$ cat src/hw/rtl/alpn_sel_pkg.sv
// types, name tables and outcome codes for the alpn protocol selector
// no dependencies; every other file imports this package
package alpn_sel_pkg;

	typedef enum logic [1:0] {
		OUTCOME_SELECTED = 2'd0,
		OUTCOME_NO_ACK   = 2'd1,
		OUTCOME_FATAL    = 2'd2
	} outcome_t;

	localparam logic PROTO_H2     = 1'b0;
	localparam logic PROTO_HTTP11 = 1'b1;

	localparam int H2_LEN     = 2;
	localparam int HTTP11_LEN = 8;

	localparam logic [3:0] H2_LEN_W     = 4'(H2_LEN);
	localparam logic [3:0] HTTP11_LEN_W = 4'(HTTP11_LEN);
	localparam logic [3:0] NO_LEN_W     = 4'd0;

	localparam logic [7:0] NAME_H2 [H2_LEN] = '{8'h68, 8'h32};
	localparam logic [7:0] NAME_HTTP11 [HTTP11_LEN] = '{
		8'h68, 8'h74, 8'h74, 8'h70, 8'h2F, 8'h31, 8'h2E, 8'h31
	};

	typedef struct packed {
		logic [7:0] list_byte;
		logic       has_byte;
		logic       end_of_list;
	} in_word_t;

	typedef struct packed {
		outcome_t   outcome;
		logic       chosen_protocol;
		logic [3:0] chosen_length;
	} out_word_t;

endpackage

$ cat src/hw/rtl/alpn_sel_in_if.sv
// valid/ready channel carrying one list word into the selector
// depends on alpn_sel_pkg
interface alpn_sel_in_if;
	import alpn_sel_pkg::*;

	logic     valid;
	logic     ready;
	in_word_t payload;

	modport source (output valid, output payload, input ready);
	modport sink (input valid, input payload, output ready);
endinterface

$ cat src/hw/rtl/alpn_sel_out_if.sv
// valid/ready channel carrying one selection result out of the selector
// depends on alpn_sel_pkg
interface alpn_sel_out_if;
	import alpn_sel_pkg::*;

	logic      valid;
	logic      ready;
	out_word_t payload;

	modport source (output valid, output payload, input ready);
	modport sink (input valid, input payload, output ready);
endinterface

$ cat src/hw/rtl/alpn_sel_scan.sv
// list scanner: entry parsing, on-the-fly name compare and final decision
// depends on alpn_sel_pkg
module alpn_sel_scan (
	input  logic                    clk,
	input  logic                    arst_n,
	input  logic                    step,
	input  alpn_sel_pkg::in_word_t  word,
	output alpn_sel_pkg::out_word_t result
);
	import alpn_sel_pkg::*;

	logic       in_name_q, in_name_d;
	logic [7:0] bytes_left_q, bytes_left_d;
	logic [3:0] name_pos_q, name_pos_d;
	logic       match_h2_q, match_h2_d;
	logic       match_http11_q, match_http11_d;
	logic       found_h2_q, found_h2_d;
	logic       found_http11_q, found_http11_d;
	logic       stopped_q, stopped_d;
	logic       any_seen_q, any_seen_d;

	logic       h2_ok, http11_ok;

	assign h2_ok = (name_pos_q < 4'(H2_LEN)) &&
		(NAME_H2[name_pos_q[0]] == word.list_byte);
	assign http11_ok = (name_pos_q < 4'(HTTP11_LEN)) &&
		(NAME_HTTP11[name_pos_q[2:0]] == word.list_byte);

	always_comb begin
		in_name_d      = in_name_q;
		bytes_left_d   = bytes_left_q;
		name_pos_d     = name_pos_q;
		match_h2_d     = match_h2_q;
		match_http11_d = match_http11_q;
		found_h2_d     = found_h2_q;
		found_http11_d = found_http11_q;
		stopped_d      = stopped_q;
		any_seen_d     = any_seen_q;

		if (step && word.has_byte) begin
			any_seen_d = 1'b1;
			if (!stopped_q) begin
				if (!in_name_q) begin
					if (word.list_byte == 8'd0) begin
						stopped_d = 1'b1;
					end else begin
						in_name_d      = 1'b1;
						bytes_left_d   = word.list_byte;
						name_pos_d     = 4'd0;
						match_h2_d     = (word.list_byte == 8'(H2_LEN));
						match_http11_d = (word.list_byte == 8'(HTTP11_LEN));
					end
				end else begin
					match_h2_d     = match_h2_q && h2_ok;
					match_http11_d = match_http11_q && http11_ok;
					// saturate once past the longest name
					if (name_pos_q < 4'(HTTP11_LEN)) begin
						name_pos_d = name_pos_q + 4'd1;
					end
					bytes_left_d = bytes_left_q - 8'd1;
					if (bytes_left_q == 8'd1) begin
						in_name_d      = 1'b0;
						found_h2_d     = found_h2_q || match_h2_d;
						found_http11_d = found_http11_q || match_http11_d;
						match_h2_d     = 1'b0;
						match_http11_d = 1'b0;
					end
				end
			end
		end

		priority if (!any_seen_d) begin
			result = '{OUTCOME_NO_ACK, PROTO_H2, NO_LEN_W};
		end else if (found_h2_d) begin
			result = '{OUTCOME_SELECTED, PROTO_H2, H2_LEN_W};
		end else if (found_http11_d) begin
			result = '{OUTCOME_SELECTED, PROTO_HTTP11, HTTP11_LEN_W};
		end else begin
			result = '{OUTCOME_FATAL, PROTO_H2, NO_LEN_W};
		end
	end

	always_ff @(posedge clk or negedge arst_n) begin
		if (!arst_n) begin
			in_name_q      <= 1'b0;
			bytes_left_q   <= 8'd0;
			name_pos_q     <= 4'd0;
			match_h2_q     <= 1'b0;
			match_http11_q <= 1'b0;
			found_h2_q     <= 1'b0;
			found_http11_q <= 1'b0;
			stopped_q      <= 1'b0;
			any_seen_q     <= 1'b0;
		end else if (step && word.end_of_list) begin
			in_name_q      <= 1'b0;
			bytes_left_q   <= 8'd0;
			name_pos_q     <= 4'd0;
			match_h2_q     <= 1'b0;
			match_http11_q <= 1'b0;
			found_h2_q     <= 1'b0;
			found_http11_q <= 1'b0;
			stopped_q      <= 1'b0;
			any_seen_q     <= 1'b0;
		end else begin
			in_name_q      <= in_name_d;
			bytes_left_q   <= bytes_left_d;
			name_pos_q     <= name_pos_d;
			match_h2_q     <= match_h2_d;
			match_http11_q <= match_http11_d;
			found_h2_q     <= found_h2_d;
			found_http11_q <= found_http11_d;
			stopped_q      <= stopped_d;
			any_seen_q     <= any_seen_d;
		end
	end

	a_open_entry_has_bytes: assert property (@(posedge clk) disable iff (!arst_n)
		in_name_q |-> (bytes_left_q != 8'd0))
		else $error("open entry with no bytes left");

	a_match_only_in_name: assert property (@(posedge clk) disable iff (!arst_n)
		!in_name_q |-> (!match_h2_q && !match_http11_q))
		else $error("match flag set outside an entry");

	a_stop_closes_entry: assert property (@(posedge clk) disable iff (!arst_n)
		stopped_q |-> !in_name_q)
		else $error("scan stopped inside an entry");

	a_found_needs_bytes: assert property (@(posedge clk) disable iff (!arst_n)
		(found_h2_q || found_http11_q || stopped_q || in_name_q) |-> any_seen_q)
		else $error("scan state without any byte seen");

endmodule

$ cat src/hw/rtl/alpn_protocol_selector.sv
// top level of the alpn protocol selector: input register, scanner, result register
// depends on alpn_sel_pkg, alpn_sel_in_if, alpn_sel_out_if, alpn_sel_scan
//
//   channel   dir   word                                      words per list
//   list      in    list_byte, has_byte, end_of_list          any number
//   verdict   out   outcome, chosen_protocol, chosen_length    one, on end_of_list
//
// one word per cycle unless a held verdict stalls; the verdict is registered
// the scanner works on the registered word combinationally, no iteration
// arst_n clears the scan state and both valid flags
// a held verdict only stalls a later end_of_list word; other words keep flowing
module alpn_protocol_selector (
	input logic          clk,
	input logic          arst_n,
	alpn_sel_in_if.sink  list,
	alpn_sel_out_if.source verdict
);
	import alpn_sel_pkg::*;

	logic      valid_s1;
	in_word_t  word_s1;
	logic      consume;
	out_word_t result;
	logic      out_valid_q;
	out_word_t out_word_q;

	assign consume = valid_s1 &&
		(!word_s1.end_of_list || !out_valid_q || verdict.ready);
	assign list.ready = !valid_s1 || consume;

	always_ff @(posedge clk or negedge arst_n) begin
		if (!arst_n) begin
			valid_s1 <= 1'b0;
		end else if (list.ready) begin
			valid_s1 <= list.valid;
		end
	end

	always_ff @(posedge clk) begin
		if (list.ready && list.valid) begin
			word_s1 <= list.payload;
		end
	end

	alpn_sel_scan u_scan (
		.clk    (clk),
		.arst_n (arst_n),
		.step   (consume),
		.word   (word_s1),
		.result (result)
	);

	always_ff @(posedge clk or negedge arst_n) begin
		if (!arst_n) begin
			out_valid_q <= 1'b0;
		end else if (consume && word_s1.end_of_list) begin
			out_valid_q <= 1'b1;
		end else if (verdict.ready) begin
			out_valid_q <= 1'b0;
		end
	end

	always_ff @(posedge clk) begin
		if (consume && word_s1.end_of_list) begin
			out_word_q <= result;
		end
	end

	assign verdict.valid   = out_valid_q;
	assign verdict.payload = out_word_q;

	a_no_overwrite: assert property (@(posedge clk) disable iff (!arst_n)
		(out_valid_q && !verdict.ready) |-> !(consume && word_s1.end_of_list))
		else $error("verdict overwritten while held");

	a_consume_needs_word: assert property (@(posedge clk) disable iff (!arst_n)
		consume |-> valid_s1)
		else $error("scanner stepped without a word");

	a_verdict_from_last: assert property (@(posedge clk) disable iff (!arst_n)
		$rose(out_valid_q) |-> $past(consume && word_s1.end_of_list))
		else $error("verdict without a last word");

endmodule

$ cat src/flat_wrapper.sv
// flat-port wrapper written by rule: the top's interface ports become plain ports
module alpn_protocol_selector_flat import alpn_sel_pkg::*;
  (clk, arst_n, list_valid, list_payload, list_ready, verdict_valid, verdict_payload, verdict_ready);
  alpn_sel_in_if list_i ();
  alpn_sel_out_if verdict_i ();
  input logic clk;
  input logic arst_n;
  input wire logic [$bits(list_i.valid)-1:0] list_valid;
  input wire logic [$bits(list_i.payload)-1:0] list_payload;
  output wire logic [$bits(list_i.ready)-1:0] list_ready;
  output wire logic [$bits(verdict_i.valid)-1:0] verdict_valid;
  output wire logic [$bits(verdict_i.payload)-1:0] verdict_payload;
  input wire logic [$bits(verdict_i.ready)-1:0] verdict_ready;
  assign list_i.valid = list_valid;
  assign list_i.payload = list_payload;
  assign list_ready = list_i.ready;
  assign verdict_valid = verdict_i.valid;
  assign verdict_payload = verdict_i.payload;
  assign verdict_i.ready = verdict_ready;
  alpn_protocol_selector u_core (.clk(clk), .arst_n(arst_n), .list(list_i), .verdict(verdict_i));
endmodule
$ cat config.mk
export PLATFORM = sky130hd
export DESIGN_NAME = alpn_protocol_selector_flat
export DESIGN_NICKNAME = d
export VERILOG_FILES = /design/src/hw/rtl/alpn_sel_pkg.sv /design/src/hw/rtl/alpn_sel_in_if.sv /design/src/hw/rtl/alpn_sel_out_if.sv /design/src/hw/rtl/alpn_sel_scan.sv /design/src/hw/rtl/alpn_protocol_selector.sv /design/src/flat_wrapper.sv
export SDC_FILE = /design/constraint.sdc
export NUM_CORES = 1
export LEC_CHECK = 0
export BUFFER_PORTS_ARGS = -buffer_cell sky130_fd_sc_hd__buf_2
export CORE_AREA = 5 5 72 74
export DETAILED_ROUTE_END_ITERATION = 8
export DIE_AREA = 0 0 77 79
export PLACE_DENSITY = 0.71
export SLEW_MARGIN = 20
export SYNTH_ARGS = -nofsm -noshare
export SYNTH_HDL_FRONTEND = slang
export SYNTH_SLANG_ARGS = --single-unit
$ cat constraint.sdc
create_clock -name clk -period 3.1 [get_ports clk]
set_input_delay 0.31 -clock clk [delete_from_list [all_inputs] [get_ports clk]]
set_output_delay 0.31 -clock clk [all_outputs]
set_load 0.01 [all_outputs]
# Word-level counts from Yosys, hierarchy flattened
# Memory sizes are Yosys's and may differ from the RTL's.
# Cells that the tools add are included.
[classes] eq_ne=8 n_addsub=2 magnitude_cmp=4 muxes=55 reduce_logical=23 n_bitwise=3
[ops] operator="8-bit 2-to-1 mux" n=9
[ops] operator="1-bit 2-to-1 mux" n=37
[ops] operator="4-bit 2-to-1 mux" n=6
[ops] operator="8-bit equality test" n=2
[ops] operator="7-bit 2-to-1 mux" n=2
[ops] operator="8-bit by 1-bit equality test with 1-bit output, second input constant" n=1
[ops] operator="8-bit by 2-bit equality test with 1-bit output, second input constant" n=1
[ops] operator="8-bit by 4-bit equality test with 1-bit output, second input constant" n=1
[ops] operator="1-bit logical AND" n=8
[ops] operator="8-bit logical NOT" n=1
[ops] operator="8-bit by 1-bit subtractor with 8-bit output, second input constant" n=1
[ops] operator="6-bit 2-to-1 mux" n=1
[ops] operator="1-bit logical OR" n=5
[ops] operator="4-bit by 1-bit adder with 4-bit output, second input constant" n=1
[ops] operator="4-bit greater-or-equal comparator, second input constant" n=1
[ops] operator="4-bit by 2-bit less-than comparator with 1-bit output, second input constant" n=1
[ops] operator="4-bit less-than comparator, second input constant" n=1
[ops] operator="3-bit NOT with 4-bit output" n=1
[ops] operator="4-bit AND reduction" n=1
[ops] operator="2-bit nonzero test" n=2
[ops] operator="1-bit logical NOT" n=3
[ops] operator="3-bit by 1-bit != test with 1-bit output, second input constant" n=1
[ops] operator="3-bit by 2-bit != test with 1-bit output, second input constant" n=1
[ops] operator="3-bit AND reduction" n=1
[ops] operator="other kinds (6)" n=6
[totals] input_bits=14 ff_bits=38 memories=1 wordCells=115 output_inout_bits=9 mem_bits_ro=64
[memory_table] memory="(no name shown)" words=8 width=8 rd=1 rd_clocked_by_memory_dff=0 wr=0 line_no="alpn_sel_scan.sv:27" text="(NAME_HTTP11[name_pos_q[2:0]] == word.list_byte);"

# Depth between registers and ports, before layout
[logic_depth] ltp_word=14 depth_mapped=7

# Hierarchy
# From an unflattened synthesis, not the netlist that was laid out.
[hier_totals] cells_unflattened=183 area_unflattened_um2=1965.6
[by_module_without_submodules] module="alpn_sel_scan" instances=1 area_per_inst_um2=1348.8 seq_area_each_um2=475.5 cells_per_inst=156
[by_module_without_submodules] module="alpn_protocol_selector" instances=1 area_per_inst_um2=616.8 seq_area_each_um2=560.5 cells_per_inst=27

# Worst setup path after synthesis
# Ideal clock, no wire load.
[synth_timing] path_type="register to register" start="reg u_core.u_scan.name_pos_q[0]" end="reg u_core.out_word_q, in the netlist u_core.verdict.payload[6], data pin" period_less_slack_ns=1.993 setup_slack_ns=1.107 setup_time_ns=0.255 arrival_ns=1.738 required_time_ns=2.845 path_stages_with_launch=8 n_path_buf=0 path_cell_list="dfrtp_1 -> inv_1 -> ha_1 -> a2111oi_0 -> a41oi_1 -> a211oi_2 -> a31oi_1 -> and3b_1"
[synth_between] elab_chain_len=13
[synth_lines] item="start, declared" line_no="alpn_sel_scan.sv:14" text="logic [3:0] name_pos_q, name_pos_d;"
[synth_lines] item="start signal, assigned" line_no="alpn_sel_scan.sv:107" text="name_pos_q <= name_pos_d;"
[synth_lines] item="3-bit NOT with 4-bit output (implied by the code) or 1-bit NOT with 2-bit output (tied branches)" line_no="alpn_sel_scan.sv:27, alpn_sel_scan.sv:25"
[synth_lines] item="memory 8 x 8 bit or 7-bit 2-to-1 mux (tied branches)"
[synth_lines] item="8-bit 2-to-1 mux, on equally long branches (2 in a row)" line_no="alpn_sel_scan.sv:27, alpn_sel_scan.sv:25"
[synth_lines] item="8-bit equality test, on equally long branches" line_no="alpn_sel_scan.sv:27, alpn_sel_scan.sv:25"
[synth_lines] item="1-bit logical AND, on equally long branches" line_no="alpn_sel_scan.sv:26, alpn_sel_scan.sv:24"
[synth_lines] item="1-bit logical AND, on equally long branches" line_no="alpn_sel_scan.sv:55, alpn_sel_scan.sv:54"
[synth_lines] item="1-bit logical OR, on equally long branches" line_no="alpn_sel_scan.sv:64, alpn_sel_scan.sv:63"
[synth_lines] item="1-bit 2-to-1 mux" line_no="alpn_sel_scan.sv:61" text="if (bytes_left_q == 8'd1) begin"
[synth_lines] item="1-bit 2-to-1 mux" line_no="alpn_sel_scan.sv:43" text="if (!in_name_q) begin"
[synth_lines] item="1-bit 2-to-1 mux" line_no="alpn_sel_scan.sv:42" text="if (!stopped_q) begin"
[synth_lines] item="1-bit 2-to-1 mux" line_no="alpn_sel_scan.sv:40" text="if (step && word.has_byte) begin"
[synth_lines] item="7-bit 2-to-1 mux or 2-bit OR reduction (tied branches)"
[synth_lines] item="end signal, assigned" line_no="alpn_protocol_selector.sv:65" text="out_word_q <= result;"
[synth_lines] item="end, declared" line_no="alpn_protocol_selector.sv:25" text="out_word_t out_word_q;"
# Several ways; a longest one is shown, not always the timed one. The select of a mux whose other input is x is not followed.
# A chain may end at the register's enable or synchronous reset.

# Worst setup path in the final report
# Ends and elaborated chain as after synthesis.

==> results.json <==
{
  "vias": 1569,
  "synthAdderAreaFrac_pct": 3.23,
  "synth_cell_types": 50,
  "multiInputGateArea_um2": 913,
  "crit_path_start_kind": "flip-flop",
  "vias_per_cell": 5.77,
  "cap_violations": 0,
  "post-dp-hpwl_um": 3140,
  "critPathRequiredTime_ns": 3.14,
  "dr.pass1.iters": 4,
  "p_leak_nw": 0.847,
  "slew_violations": 0,
  "ys_warn_count": 0,
  "finalSetupViolations": 0,
  "endpoint_kind": "flip-flop",
  "cts_setup_buffers": 0,
  "io_buffers": 20,
  "dr.first_iter.drc_count": 100,
  "p_per_area_nw_per_um2": 541,
  "final_cell_mix": "21 x dfrtp_1, 20 x buf_2, 18 x nand2_1, 18 x nor2_1, 15 x a21oi_1",
  "synth-seq-cells": 35,
  "synth_edf_count": 14,
  "async_reset_ff_share_pct": 60.0,
  "die_h_um": 79,
  "tightest_slew_ns": 0.814,
  "rsz0062_at_grt": "false",
  "grt_first_pass_wirelength_um": 7450,
  "synthSimpleGateAreaFrac_pct": 25.8,
  "worstPathArrival_ns": 2.30,
  "cpMaxStageDelayCell": "a2111oi_0",
  "wl_per_cell_um": 16.1,
  "synthMuxAreaShare_pct": 0.517,
  "grt_max_degree": 25,
  "clk_path_buf_depth": 2,
  "routed_wirelength_um": 4390,
  "place_congestion": 0.894,
  "criticalPathCategory": "reg2reg",
  "outcome": "complete, no violations",
  "fin_ws_ns": 0.842,
  "synthXorXnorAreaFrac_pct": 0.904,
  "clkTransAtPathRegs_ns": 0.07,
  "path_buf_inv": 1,
  "post-route-period-util_pct": 72.8,
  "final_common_cell": "dfrtp_1",
  "grt_overflow": 0,
  "drive_gt1_share_pct": 16.5,
  "ctsHoldBuffers": 1,
  "antenna_left": 0,
  "postSynthAreaPerCell_um2": 9.83,
  "cts_resized": 0,
  "fmaxAchievable_ghz": 0.443,
  "synth_compound_area_share_pct": 16.3,
  "synth-main-ff-cell": "dfrtp_1",
  "dieArea_um2": 6080,
  "place_ws_ns": 0.869,
  "final-seq-area_um2": 946,
  "fillerInstances": 437,
  "synth_top_family_by_area": "simple AND/OR/NAND/NOR gates",
  "slew_headroom_pct": 45.7,
  "htree_levels": 2,
  "clock_latency_ns": 0.29,
  "syn_to_final_growth_pct": 11.1,
  "drcViolationCount": 0,
  "boundaryPins": 23,
  "synth_cells": 197,
  "grt_usage_pct": 15.4,
  "path_cells": "inv_1, ha_1, a2111oi_0, a41oi_1, a211oi_2, a31oi_1, and3b_1",
  "start_util_pct": 42.7,
  "root_buffer": "clkbuf_8",
  "finalHoldViolCount": 0,
  "rows": 25,
  "antenna_found_initial": 0,
  "synth_seq_area_share_pct": 48.8,
  "cts_tree": "built",
  "coreArea_um2": 4540,
  "grt_pass1_vias": 1514,
  "cp_max_fo": 8,
  "cpPeakStageDelay_ns": 0.47,
  "critical_path.top_delay_family": "compound AO/OA/AOI/OAI gates",
  "fin_tns_setup_ns": 0,
  "die_w_um": 77,
  "period_needed_ns": 2.26,
  "hp-class": "in2reg",
  "fin_skew_ns": 0.00922,
  "syn_area_um2": 1940,
  "cts_made_buffers": 5,
  "vdd_drop_max_mv": 0.266,
  "cts_sinks": 35,
  "nets": 236,
  "n_antenna_cell": 0
}
final timing paths:
check | startpoint | end | slack [ns] | depth (start not counted)
worst max-delay path | u_core.u_scan.name_pos_q[0] | u_core.verdict.payload[6] | 0.84 | 7
worst max register to register | u_core.u_scan.name_pos_q[0] | u_core.verdict.payload[6] | 0.84 | 7
max in group asynchronous | arst_n | u_core.verdict.valid | 2.23 | 2
min in group asynchronous | arst_n | u_core.u_scan.bytes_left_q[4] | 0.52 | 2
worst min register to register | u_core.u_scan.any_seen_q | u_core.u_scan.any_seen_q | 0.53 | 2
worst min-delay path | list_payload[4] | u_core.word_s1[4] | 0.20 | 1
flip-flops by register name (all words and copies together), names as in the netlist:
register / cells
u_core.verdict.valid: 1
u_core.u_scan.stopped_q: 1
u_core.u_scan.match_h2_q: 1
u_core.u_scan.found_http11_q: 1
u_core.u_scan.name_pos_q: 4
u_core.u_scan.match_http11_q: 1
u_core.valid_s1: 1
u_core.u_scan.bytes_left_q: 8
u_core.u_scan.found_h2_q: 1
u_core.u_scan.any_seen_q: 1
u_core.verdict.payload: 4
u_core.word_s1: 10
u_core.u_scan.in_name_q: 1
Yosys cell counts (5+ instances only):
| library cell | number | area share (%) |
|---|---|---|
| inv_1 | 6 | 1.2 |
| nand2b_1 | 6 | 1.9 |
| dfrtp_1 | 21 | 27 |
| a31oi_1 | 5 | 1.6 |
| edfxtp_1 | 14 | 22 |
| a21oi_1 | 15 | 3.9 |
| nand3_1 | 12 | 3.1 |
| ha_1 | 5 | 3.2 |
| nor3_1 | 7 | 1.8 |
| o21ai_0 | 5 | 1.3 |
| nand2_1 | 18 | 3.5 |
| nor2_1 | 18 | 3.5 |
power by group:
part | internal [mW] | leakage, nW | switching, mW
Sequential | 0.534 | 0.413 | 0.0610
Clock | 0.157 | 0.0412 | 0.169
Combinational | 0.0964 | 0.393 | 0.148
metrics by stage:
step	cells	hold WS (ns)	power (mW)	instance area, µm²	util, %
global placement	263	0.295	0.840	2060	45.4
floorplan	198	0.0144	0.775	1940	-
global route	272	0.182	1.24	2150	47.4
CTS	272	0.190	1.17	2150	47.4
finish	272	0.196	1.16	2150	47.4
detailed placement	263	0.308	0.846	2060	45.4
logic make-up after synthesis:
family,after synthesis
compound gates,47
xor+xnor,2
fa+ha+maj,5
buf+inv,16
flops,35
mux,1
other cells,1
simple gates,90
metal layers:
layer,GRT usage (%),vias to the layer above,part of all wire (%)
li1,-,753,-
met1,20.5,748,44
met2,24.9,60,49
met3,3.40,8,5.2
met4,5.50,0,1.5
met5,0,-,0
worst register-to-register path, stage by stage (launching register included):
cell,delay [ns]
dfrtp_1,0.45
inv_1,0.09
ha_1,0.27
a2111oi_0,0.47
a41oi_1,0.13
a211oi_2,0.24
a31oi_1,0.16
and3b_1,0.20
final cells by class:
cell class,count,share of cell area (%)
Clock inverter,2,0.581
Sequential cell,35,44.0
Tap cell,54,3.14
Multi-Input combinational cell,147,42.4
Clock buffer,6,3.37
Inverter,6,1.05
Timing Repair Buffer,22,5.47
No activity file was read; power rests on OpenSTA's default activity.
